<file path="src/hw/rtl/ght_out_reg.sv">
// Output register stage between the sequencer and the response channel.
`default_nettype none

module ght_out_reg #(
  parameter int WIDTH = 8
) (
  input  logic             clk,
  input  logic             rst,
  input  logic             load_valid,
  output logic             load_ready,
  input  logic [WIDTH-1:0] load_data,
  output logic             out_valid,
  input  logic             out_ready,
  output logic [WIDTH-1:0] out_data
);

  logic             valid;
  logic [WIDTH-1:0] data;

  assign load_ready = !valid || out_ready;
  assign out_valid  = valid;
  assign out_data   = data;

  always_ff @(posedge clk) begin
    if (rst) begin
      valid <= 1'b0;
    end else if (load_valid && load_ready) begin
      valid <= 1'b1;
    end else if (out_ready) begin
      valid <= 1'b0;
    end
  end

  always_ff @(posedge clk) begin
    if (load_valid && load_ready) begin
      data <= load_data;
    end
  end

endmodule

`default_nettype wire

</file>
<file path="config.mk">
export PLATFORM = sky130hd
export DESIGN_NAME = ght_out_reg
export DESIGN_NICKNAME = d
export VERILOG_FILES = /design/src/hw/rtl/ght_out_reg.sv
export SDC_FILE = /design/constraint.sdc
export NUM_CORES = 1
export LEC_CHECK = 0
export BUFFER_PORTS_ARGS = -buffer_cell sky130_fd_sc_hd__buf_4
export CORE_AREA = 5 5 42 44
export DETAILED_ROUTE_END_ITERATION = 12
export DIE_AREA = 0 0 47 49
export PLACE_DENSITY = 0.52
export RECOVER_POWER = 25
export SYNTH_ARGS = -nofsm -noshare
export SYNTH_HDL_FRONTEND = slang
export SYNTH_SLANG_ARGS = --single-unit
</file>
<file path="constraint.sdc">
create_clock -name clk -period 1.5 [get_ports clk]
set_clock_uncertainty 0.2 [all_clocks]
set_input_delay 0 -clock clk [delete_from_list [all_inputs] [get_ports clk]]
set_output_delay 0 -clock clk [all_outputs]
set_load 0.005 [all_outputs]
</file>
Yosys cells after proc, flatten, opt, wreduce, memory -nomap -nowiden
Cells that the tools add are included.

Muxes and demuxes: 2. Reductions and logical operators: 4.

Operators with widths (count): 2-to-1 mux 1 bit (2); nonzero test 2 bit (1); logical AND 1 bit (1); zero test 1 bit (1); logical OR 1 bit (1).

Logic and storage cells: 8. Bits in registers: 9. Output and inout port bits: 10.

Longest topological paths before layout
Depth in word-level cells: 4. Mapped depth: 2. Mapped depth without buffers: 2.

Worst setup path before layout
Ideal clock, no wire load.

Kind: reg2reg. Start point: register valid, in the netlist out_valid. End point: register data[0], in the netlist out_data[0], enable pin. Slack: 0.409 ns. Stages on the path, launching flop included: 3. Clock period less this slack: 1.091 ns. Buffers on the path: 0. Arrival time: 0.591 ns. Path through: dfxtp_1 -> nand2b_4 -> and2_4.

Word-level cells in the longest chain between the ends: 3.

Ends and longest elaborated chain: start, declared (line 17) `logic valid;`; start signal, assigned (line 26) `valid <= 1'b0;`; start signal, assigned (line 28) `valid <= 1'b1;`; start signal, assigned (line 30) `valid <= 1'b0;`; zero test 1 bit (line 20) `assign load_ready = !valid || out_ready;`; logical OR 1 bit (line 20); via load_ready (line 10) `output logic load_ready,`; logical AND 1 bit (line 35) `if (load_valid && load_ready) begin`; end signal, assigned (line 36) `data <= load_data;`; end, declared (line 18) `logic [WIDTH-1:0] data;`.

The timed path passes the listed nets, and every way through them passes these cells. A chain may end at the register's enable or synchronous reset.

Worst setup path in the final report
Start point: input port load_valid. End point: register valid, in the netlist out_valid.

Word-level cells in the longest chain between the ends: 2. Elaborated cells on any way between the ends: 3.

Ends and longest elaborated chain: start, declared (line 9) `input logic load_valid,`; logical AND 1 bit (*) (line 27) `end else if (load_valid && load_ready) begin`; 2-to-1 mux 1 bit or nonzero test 2 bit (tied branches).

Every way passes the cells marked *; elsewhere a longest branch is shown, timed or not.

==> run metrics <==
outcome=completed; layout net count=62; ant diodes=0; synth top area cells=edfxtp_1, dfxtp_1, nand2b_4, a21oi_2, and2_4; TritonCTS buffer count=3; Pwr Density=906 nW/um^2; core area=1400 sq um; Final Setup Violations=0; Avg Inst Size Synth=22.7 sq um; Max Fclk=724 MHz; Worst setup EP type=flop; initial DRC count=0; slew at the pin closest to its max-slew limit=0.133 ns; worst slack at placement=0.394 ns; CP max FO=2; Yosys top cell by area=edfxtp_1; Total GRT Usage=5.90%; type of origin of the critical path=primary input; vias in the first global route=222; Sink Count=9; slowest stage delay, CP=0.54 ns; Worst-Skew Late Latency=0.25 ns; slew margin rel.=91.1%; synthesis-to-finish area growth=106%; Die Wd=47 um; sequential power share=53.4%; Yosys top cell area share=81.4%; Net Sw Frac=18.4%; ys async rst share=0%; number of synthesized register bits=9; switching power=0.000101 W; port bufs=21; Post-synth EDFFs=8; Starting Density=21.1%; slowest stage cell on the critical path=dlygate4sd3_1; GPL Wtd Cong=0.609; combinational share of power=14.8%; Synth Warn #=0; clock-pin transition on the worst setup and hold timing paths=0.06 ns; Leak=0.266 nW; worst hold path type=primary input to flop; Critical Path RT=1.44 ns; die footprint=2300 sq um; ratio of cells with drive above 1 in the final layout=55.1%; H-tree lvl count=1; Std-Cell Rows=14; CTS root buf=clkbuf_4; DR WL/cell=10.2 um; Filler cells=148; VDD IR-drop max=450 uV; Post-Syn Nets=25; largest net degree at the start of global routing=9; vias per inst=3.69; Final Max Tran Viols=0; post_cts resized=0; Seq/Total Area, Yosys=88.1%; final WL=663 um; first-pass GRT wire length=931 um; top_reg_cell synth=edfxtp_1; synthesized area=295 sq um; crit path kind=primary input to flop; postcts setup bufs=0; post-synth cell types=6; DR DRC count=0; CTS tree=done; DRT antenna net count=0; Final Hold Fails=0; post-route setup TNS=0 ns; most common cell in the netlist=edfxtp_1; Clk pwr share=31.8%; Pre-Repair DR Iteration Count=1; clk buf depth=2; # Max-Cap Violations=0; gr ovfl total=0; I/O pins=22; initial antenna violation count=0; final cycle utilization of the critical path=92.0%; cell internal pwr=0.000451 W; critical path's most frequent cell=dlygate4sd3_1; Period minus WS final=1.38 ns; Critical Path AT=1.32 ns; Gate Count Post-Synth=13; RSZ-0062 raised after global routing=false; Worst Setup Slack, final=0.120 ns; vias=240; cells along the critical path=dlygate4sd3_1 -> buf_4 -> inv_1 -> a21oi_2 -> dlygate4sd3_1; total power=0.000552 W; Die Y=49 um
## per-stage QoR
| stage | cell area [sq um] | hold WS, ns | util [%] | std cells |
|---|---|---|---|---|
| 2_1_floorplan | 295 | -0.138 | - | 13 |
| 3_3_place_gp | 473 | -0.0448 | 33.8 | 50 |
| 3_5_place_dp | 473 | -0.0424 | 33.8 | 50 |
| 4_1_cts | 609 | 0.0858 | 43.5 | 65 |
| 5_1_grt | 609 | 0.112 | 43.5 | 65 |
| 6_report | 609 | 0.0897 | 43.5 | 65 |
## worst paths after layout
path | startpoint | to | slack, ns | cells past startpoint
worst max-delay path | load_valid | out_valid$_SDFFE_PP0P_ | 0.12 | 5
worst min-delay path | out_ready | out_data[4]$_DFFE_PP_ | 0.09 | 3
worst max register to register | out_valid$_SDFFE_PP0P_ | out_valid$_SDFFE_PP0P_ | 0.13 | 3
worst min register to register | out_valid$_SDFFE_PP0P_ | out_data[4]$_DFFE_PP_ | 0.55 | 2
## cells in the final DEF, fill, tap and decap left out, drive strengths merged
| cell type | netlist | layout |
|---|---|---|
| nand2b | 1 | 1 |
| buf | 0 | 15 |
| inv | 1 | 1 |
| dlygate4sd3 | 0 | 11 |
| and2 | 1 | 1 |
| dfxtp | 1 | 1 |
| a21oi | 1 | 1 |
| edfxtp | 8 | 8 |
| clkbuf | 0 | 10 |
## state kept, by name, indices dropped and copies added, names as in the netlist
name,count
out_data,8
out_valid,1
## routing by layer
| layer | share of wire (%) | global-route usage (%) | vias to the layer above |
|---|---|---|---|
| met4 | 0 | 2.76 | 0 |
| met1 | 31 | 6.58 | 106 |
| met5 | 0 | 0 | - |
| met2 | 53 | 8.82 | 14 |
| li1 | - | - | 120 |
| met3 | 16 | 3.32 | 0 |
## logic make-up (layout without fill, tap and decap cells)
group           after synthesis  count (layout)  share of synthesized area [%]
compound gates                1               1                           2.97
buf+inv                       1              37                           1.27
flops                         9               9                           88.1
simple gates                  2               2                           7.63
## critical path, delay by kind of cell
family	cells	cell delay [ns]
AOI/OAI and AO/OA	1	0.04
buffers and inverters	4	1.27
## power groups by stage
stage                     combinational (W)  clock (W)  sequential (W)
after CTS                         0.0000841   0.000182        0.000295
after detailed placement          0.0000607          0        0.000301
after global routing              0.0000877   0.000191        0.000297
after global placement            0.0000595          0        0.000300
after floorplan                   0.0000115          0        0.000302
final                             0.0000814   0.000175        0.000295
## timing repair
item / CTS / global route
hold buffers: 11 / 0
endpoints found under the hold margin: 17 / 0
endpoints found under the setup margin: 0 / 0
## cell type report
class / count / area, sq um / share of cell area (%)
timing repair buffer: 32 / 268 / 43.9
inverter: 1 / 3.75 / 0.616
clock buffer: 4 / 26.3 / 4.31
sequential: 9 / 260 / 42.7
tap: 16 / 20.0 / 3.29
multi-input combinational: 3 / 31.3 / 5.13
No activity file was read; power rests on OpenSTA's default activity.
