## src/hw/rtl/ght_ram.sv

```systemverilog
// Generic single-write, single-read RAM with registered read data.
`default_nettype none

module ght_ram #(
  parameter int WIDTH = 8,
  parameter int DEPTH = 16,
  localparam int AW = (DEPTH > 1) ? $clog2(DEPTH) : 1
) (
  input  logic             clk,
  input  logic             wr_en,
  input  logic [AW-1:0]    wr_addr,
  input  logic [WIDTH-1:0] wr_data,
  input  logic             rd_en,
  input  logic [AW-1:0]    rd_addr,
  output logic [WIDTH-1:0] rd_data
);

  logic [WIDTH-1:0] mem [DEPTH];

  always_ff @(posedge clk) begin
    if (wr_en) begin
      mem[wr_addr] <= wr_data;
    end
    // Hold read data until the next read.
    if (rd_en) begin
      rd_data <= mem[rd_addr];
    end
  end

endmodule

`default_nettype wire

```

## config.mk

```make
export PLATFORM = sky130hd
export DESIGN_NAME = ght_ram
export DESIGN_NICKNAME = d
export VERILOG_FILES = /design/src/hw/rtl/ght_ram.sv
export SDC_FILE = /design/constraint.sdc
export NUM_CORES = 1
export LEC_CHECK = 0
export ABC_AREA = 1
export ABC_CLOCK_PERIOD_IN_PS = 1700
export BUFFER_PORTS_ARGS = -buffer_cell sky130_fd_sc_hd__buf_2
export CAP_MARGIN = 10
export CORE_MARGIN = 2
export CORE_UTILIZATION = 30
export CTS_CLUSTER_DIAMETER = 100
export CTS_CLUSTER_SIZE = 30
export DETAILED_ROUTE_END_ITERATION = 10
export PLACE_DENSITY = 0.52
export RECOVER_POWER = 100
export SLEW_MARGIN = 5
export SYNTH_ARGS = -nofsm -noshare
export SYNTH_HDL_FRONTEND = slang
export SYNTH_SLANG_ARGS = --single-unit
```

## constraint.sdc

```tcl
create_clock -name clk -period 1.7 [get_ports clk]
set_input_delay 0.34 -clock clk [delete_from_list [all_inputs] [get_ports clk]]
set_output_delay 0.34 -clock clk [all_outputs]
set_load 0.005 [all_outputs]
```

* After elaboration in Yosys (flattened, before gate mapping) *
Memories as Yosys holds them, arrays and structs flattened. A register that Yosys moved wholly into a read port is not among the register bits.
Index checks and enable logic that the tools add are counted.

operators by class
  muxes and demuxes = 2

operators with widths
  cell     count
  $mux W1  2

storage, ports and cells
  register bits after elaboration = 0
  bits in writable memories = 128
  output and inout port bits = 8
  word-level logic and storage cells = 3
  memories kept = 1

memory list
  name  depth  bits a word  read ports  clocked after Yosys merged registers in  write ports  line  RTL
  mem   16     8            1           1                                        1            18    logic [WIDTH-1:0] mem [DEPTH];

* Logic depth before layout (Yosys ltp) *
  depth in word-level cells = 2
  gate-level depth with buffers = 8
  depth with buffers taken out = 7

* Worst setup path before layout *
OpenSTA, ideal clock, no wires.

  kind = in2reg
  start = input wr_addr[2]
  end = memory mem[10][0] (enable)
  data arrival time = 0.921 ns
  data required time = 1.330 ns
  path slack = 0.409 ns
  stages on the path = 2
  path buffers = 0
  cell sequence = nand3b_1 > nor2_1

RTL lines
  element      line  RTL
  from (decl)  11    input logic [AW-1:0] wr_addr,
  to (decl)    18

Straight into the memory's write port.

* Worst setup path after layout *
  start = input wr_addr[2]
  end = memory mem[11][2] (enable)

Straight into the memory's write port.

==> impl_summary.txt <==
----------------------------------------------------
[Die]
  Width of the die ... between 100 and 150 µm
  Die area ... ~0.021 mm²
  # IOs ... 27
  Vertical die dimension ... 144 µm
  Area of the core ... 0.0193 mm²
  Number of standard-cell rows in the floorplan ... 51
  Initial core utilization ... 0.303

[Synthesis]
  Cell with the most instances after synthesis ... sky130_fd_sc_hd__nand2_1
  Count of state elements after synthesis ... 136
  Proportion of synthesized chip area in sequential cells ... 0.698
  Synth cell count leaders ... sky130_fd_sc_hd__nand2_1, sky130_fd_sc_hd__edfxtp_1, sky130_fd_sc_hd__inv_1
  Number of warning messages in the yosys log ... 0
  Synth top area share ... 0.698
  Number of nets in the synthesized netlist ... 570
  Post-synth ARST share ... 0
  Largest area contributor in the synthesized netlist ... sky130_fd_sc_hd__edfxtp_1
  Mean post-synth cell area ... 10.6 µm²
  Mapped Cells ... ~550
  Top cells by area in the synthesized netlist ... sky130_fd_sc_hd__edfxtp_1, sky130_fd_sc_hd__nand2_1, sky130_fd_sc_hd__nand3_1
  Number of library cell types mapped by synthesis ... 11
  EDFF count, synth ... approximately 140
  Most used flip-flop cell after synthesis ... sky130_fd_sc_hd__edfxtp_1
  Cell area after synthesis ... a little under 0.006 mm²

[Layout]
  Fraction of final layout cells sized beyond drive strength 1 ... 0.0724
  Net total in the final layout ... between 600 and 700
  Area added between synthesis and finish ... 17.2%
  Fillcell total ... 1,969
  Finished Cell Area ... ~0.0069 mm²
  ANT cells ... 0

[Power]
  Leakage power total ... between 0.002 and 0.003 µW
  Post-layout total power ... between 7000 and 8000 µW
  Maximum vdd drop ... approximately 0.00059 V
  Cell area power density ... roughly 1200 mW/mm²

[Place]
  Gpl congestion ... a little under 0.8
  DP Area ... 0.00635 mm²
  Count of buffers from port buffering ... 26
  DP Wirelength ... between 8000 and 9000 µm
  Pre-CTS worst setup slack ... about 9.4 ps

[Clock tree]
  Quantity of hold-fixing buffers added after cts ... 0
  Total CTS buffers ... 17
  Maximum root-to-sink buffer count ... 2
  Clock tree sinks ... 136
  Post-CTS resize count ... 0
  CTS HTree Levels ... 4
  Worst skew pair latency ... ~420 ps
  Post-CTS Setup Inserts ... 0
  Clock transition at the registers of the reported paths ... roughly 60 ps
  Clock tree from TritonCTS ... yes
  Cell at the root of the clock tree ... sky130_fd_sc_hd__clkbuf_16

[Global routing]
  Global-route wire length before repair ... between 20,000 and 25,000 µm
  GRT Residual Overflow ... 0
  Maximum number of pins on one net before global-route repair ... 65
  Number of global-route vias before repair ... about 3.7k
  Antenna violations before repair ... 0
  GRT Total Usage ... 0.144

[Drt]
  Vias post-DR ... roughly 3.8k
  Detailed Route Iter0 Violations ... between 300 and 400
  Count of unresolved DRC violations after routing ... 0
  Vias per cell ... approximately 4.3
  DRT antenna net count ... 0
  Wire length per cell after detailed routing ... 15.9 µm
  First-pass detailed-route iteration total ... 5
  Final routed wirelength across all metal layers ... ~14,000 µm

[Worst setup path]
  Setup CP Type ... input pin to register
  Highest-delay cell along the critical path ... sky130_fd_sc_hd__clkbuf_1
  Buffers & Inverters on Critical Path ... 2
  Kind of cell adding the most delay to the critical path ... buffers and inverters
  CP required ... about 1800 ps
  Crit path top cell by count ... sky130_fd_sc_hd__clkbuf_1
  Highest net fanout along the worst path ... 8
  Maximum single-stage delay on the critical path ... around 480 ps
  Series of cell instances along the critical path ... clkbuf_1 -> nand3b_1 -> nor2_1 -> clkbuf_1
  Kind of end point of the critical path ... register
  Crit start category ... input pin
  Arrival time reported for the critical path endpoint ... between 1000 and 1500 ps

[Min path]
  Hold Path Class ... input pin to register

[STA]
  Tightest slew margin relative to the limit ... 0.348
  Final setup vio count ... 0
  Final setup margin ... 403 ps
  Transition time of the tightest slew-check pin ... roughly 1000 ps
  Tcrit/Tclk final ... 0.763
  Fin Setup TNS ... 0 ps
  Fin. Hold Viols ... 0
  RSZ-0062 raised after global routing ... no
  Crit path time final ... roughly 1300 ps
  Final Slew Violations ... 0
  Fmax achieved ... ~770 MHz
  Setup skew after layout ... around 9.0 ps

[Flow run]
  Total of max-cap violations ... 0

[Outcome]
  Result of the run ... complete, no violations

----------------------------------------------------
## flip-flops by register name (all words and copies together) (netlist names)
signal   count
mem        128
rd_data      8
## layout by cell type (no fill, tap or decap)
| master | netlist | final |
|---|---|---|
| sky130_fd_sc_hd__buf_12 | 0 | 3 |
| sky130_fd_sc_hd__buf_2 | 13 | 7 |
| sky130_fd_sc_hd__buf_4 | 4 | 4 |
| sky130_fd_sc_hd__bufinv_16 | 0 | 3 |
| sky130_fd_sc_hd__clkbuf_1 | 0 | 36 |
| sky130_fd_sc_hd__clkbuf_16 | 0 | 17 |
| sky130_fd_sc_hd__clkinv_1 | 0 | 3 |
| sky130_fd_sc_hd__clkinv_2 | 0 | 2 |
| sky130_fd_sc_hd__clkinv_4 | 0 | 1 |
| sky130_fd_sc_hd__clkinvlp_4 | 0 | 5 |
| sky130_fd_sc_hd__edfxtp_1 | 136 | 136 |
| sky130_fd_sc_hd__inv_1 | 100 | 100 |
| sky130_fd_sc_hd__inv_2 | 2 | 2 |
| sky130_fd_sc_hd__nand2_1 | 173 | 173 |
| sky130_fd_sc_hd__nand3_1 | 97 | 97 |
| sky130_fd_sc_hd__nand3b_1 | 2 | 2 |
| sky130_fd_sc_hd__nor2_1 | 17 | 17 |
## worst paths after layout
| check | from | to | slack, ps | depth (start not counted) |
|---|---|---|---|---|
| hold / removal | rd_en | rd_data[1]$_DFFE_PP_ | 380 | 1 |
| setup reg to reg | mem[4][3]$_DFFE_PP_ | rd_data[3]$_DFFE_PP_ | 490 | 6 |
| setup / recovery | wr_addr[2] | mem[11][2]$_DFFE_PP_ | 400 | 4 |
| hold reg to reg | mem[9][0]$_DFFE_PP_ | rd_data[0]$_DFFE_PP_ | 740 | 6 |
## metal layers
layer / GRT usage / part of all wire / routed length (µm) / up-vias
li1: - / - / - / 1876
met3: 0.0377 / 0.054 / 742 / 11
met5: 0 / 0 / 0 / -
met1: 0.196 / 0.47 / 6540 / 1817
met2: 0.222 / 0.46 / 6430 / 85
met4: 0.0568 / 0.010 / 139 / 0
## layout make-up
| cell class | count | area (µm²) | share of cell area |
|---|---|---|---|
| clock buffers | 18 | 429 | 0.0626 |
| flip-flops and latches | 136 | 4080 | 0.596 |
| inverters | 102 | 383 | 0.0558 |
| well taps | 265 | 332 | 0.0484 |
| clock inverters | 14 | 158 | 0.0230 |
| repair buffers | 49 | 256 | 0.0374 |
| multi-input cells | 289 | 1210 | 0.177 |
## per-stage QoR
| stage | hold WS, ps | utilization | instances |
|---|---|---|---|
| after floorplan | 439 | - | 551 |
| after detailed placement | 707 | 0.330 | 841 |
| after CTS | 265 | 0.360 | 873 |
| after global placement | 710 | 0.330 | 841 |
| final | 381 | 0.356 | 873 |
| after global routing | 385 | 0.356 | 873 |
## cell families after synthesis
group	count (synthesis)	share of synthesized area
DFF	136	0.698
buffers and inverters	126	0.0939
and+or+nand+nor	289	0.208
## worst register-to-register path: stages, from the launching register on
cell                       delay [ps]
sky130_fd_sc_hd__edfxtp_1         360
sky130_fd_sc_hd__inv_1             60
sky130_fd_sc_hd__nand2_1           50
sky130_fd_sc_hd__nand3_1           80
sky130_fd_sc_hd__nand3_1          130
sky130_fd_sc_hd__nand3_1          210
sky130_fd_sc_hd__nand2_1           80
## power breakdown
part / switching (µW) / internal, µW
clock: 1360 / 2280
sequential: 19.4 / 3780
combinational: 330 / 126
total: 1710 / 6190
Power figures use the tool's default switching activity.
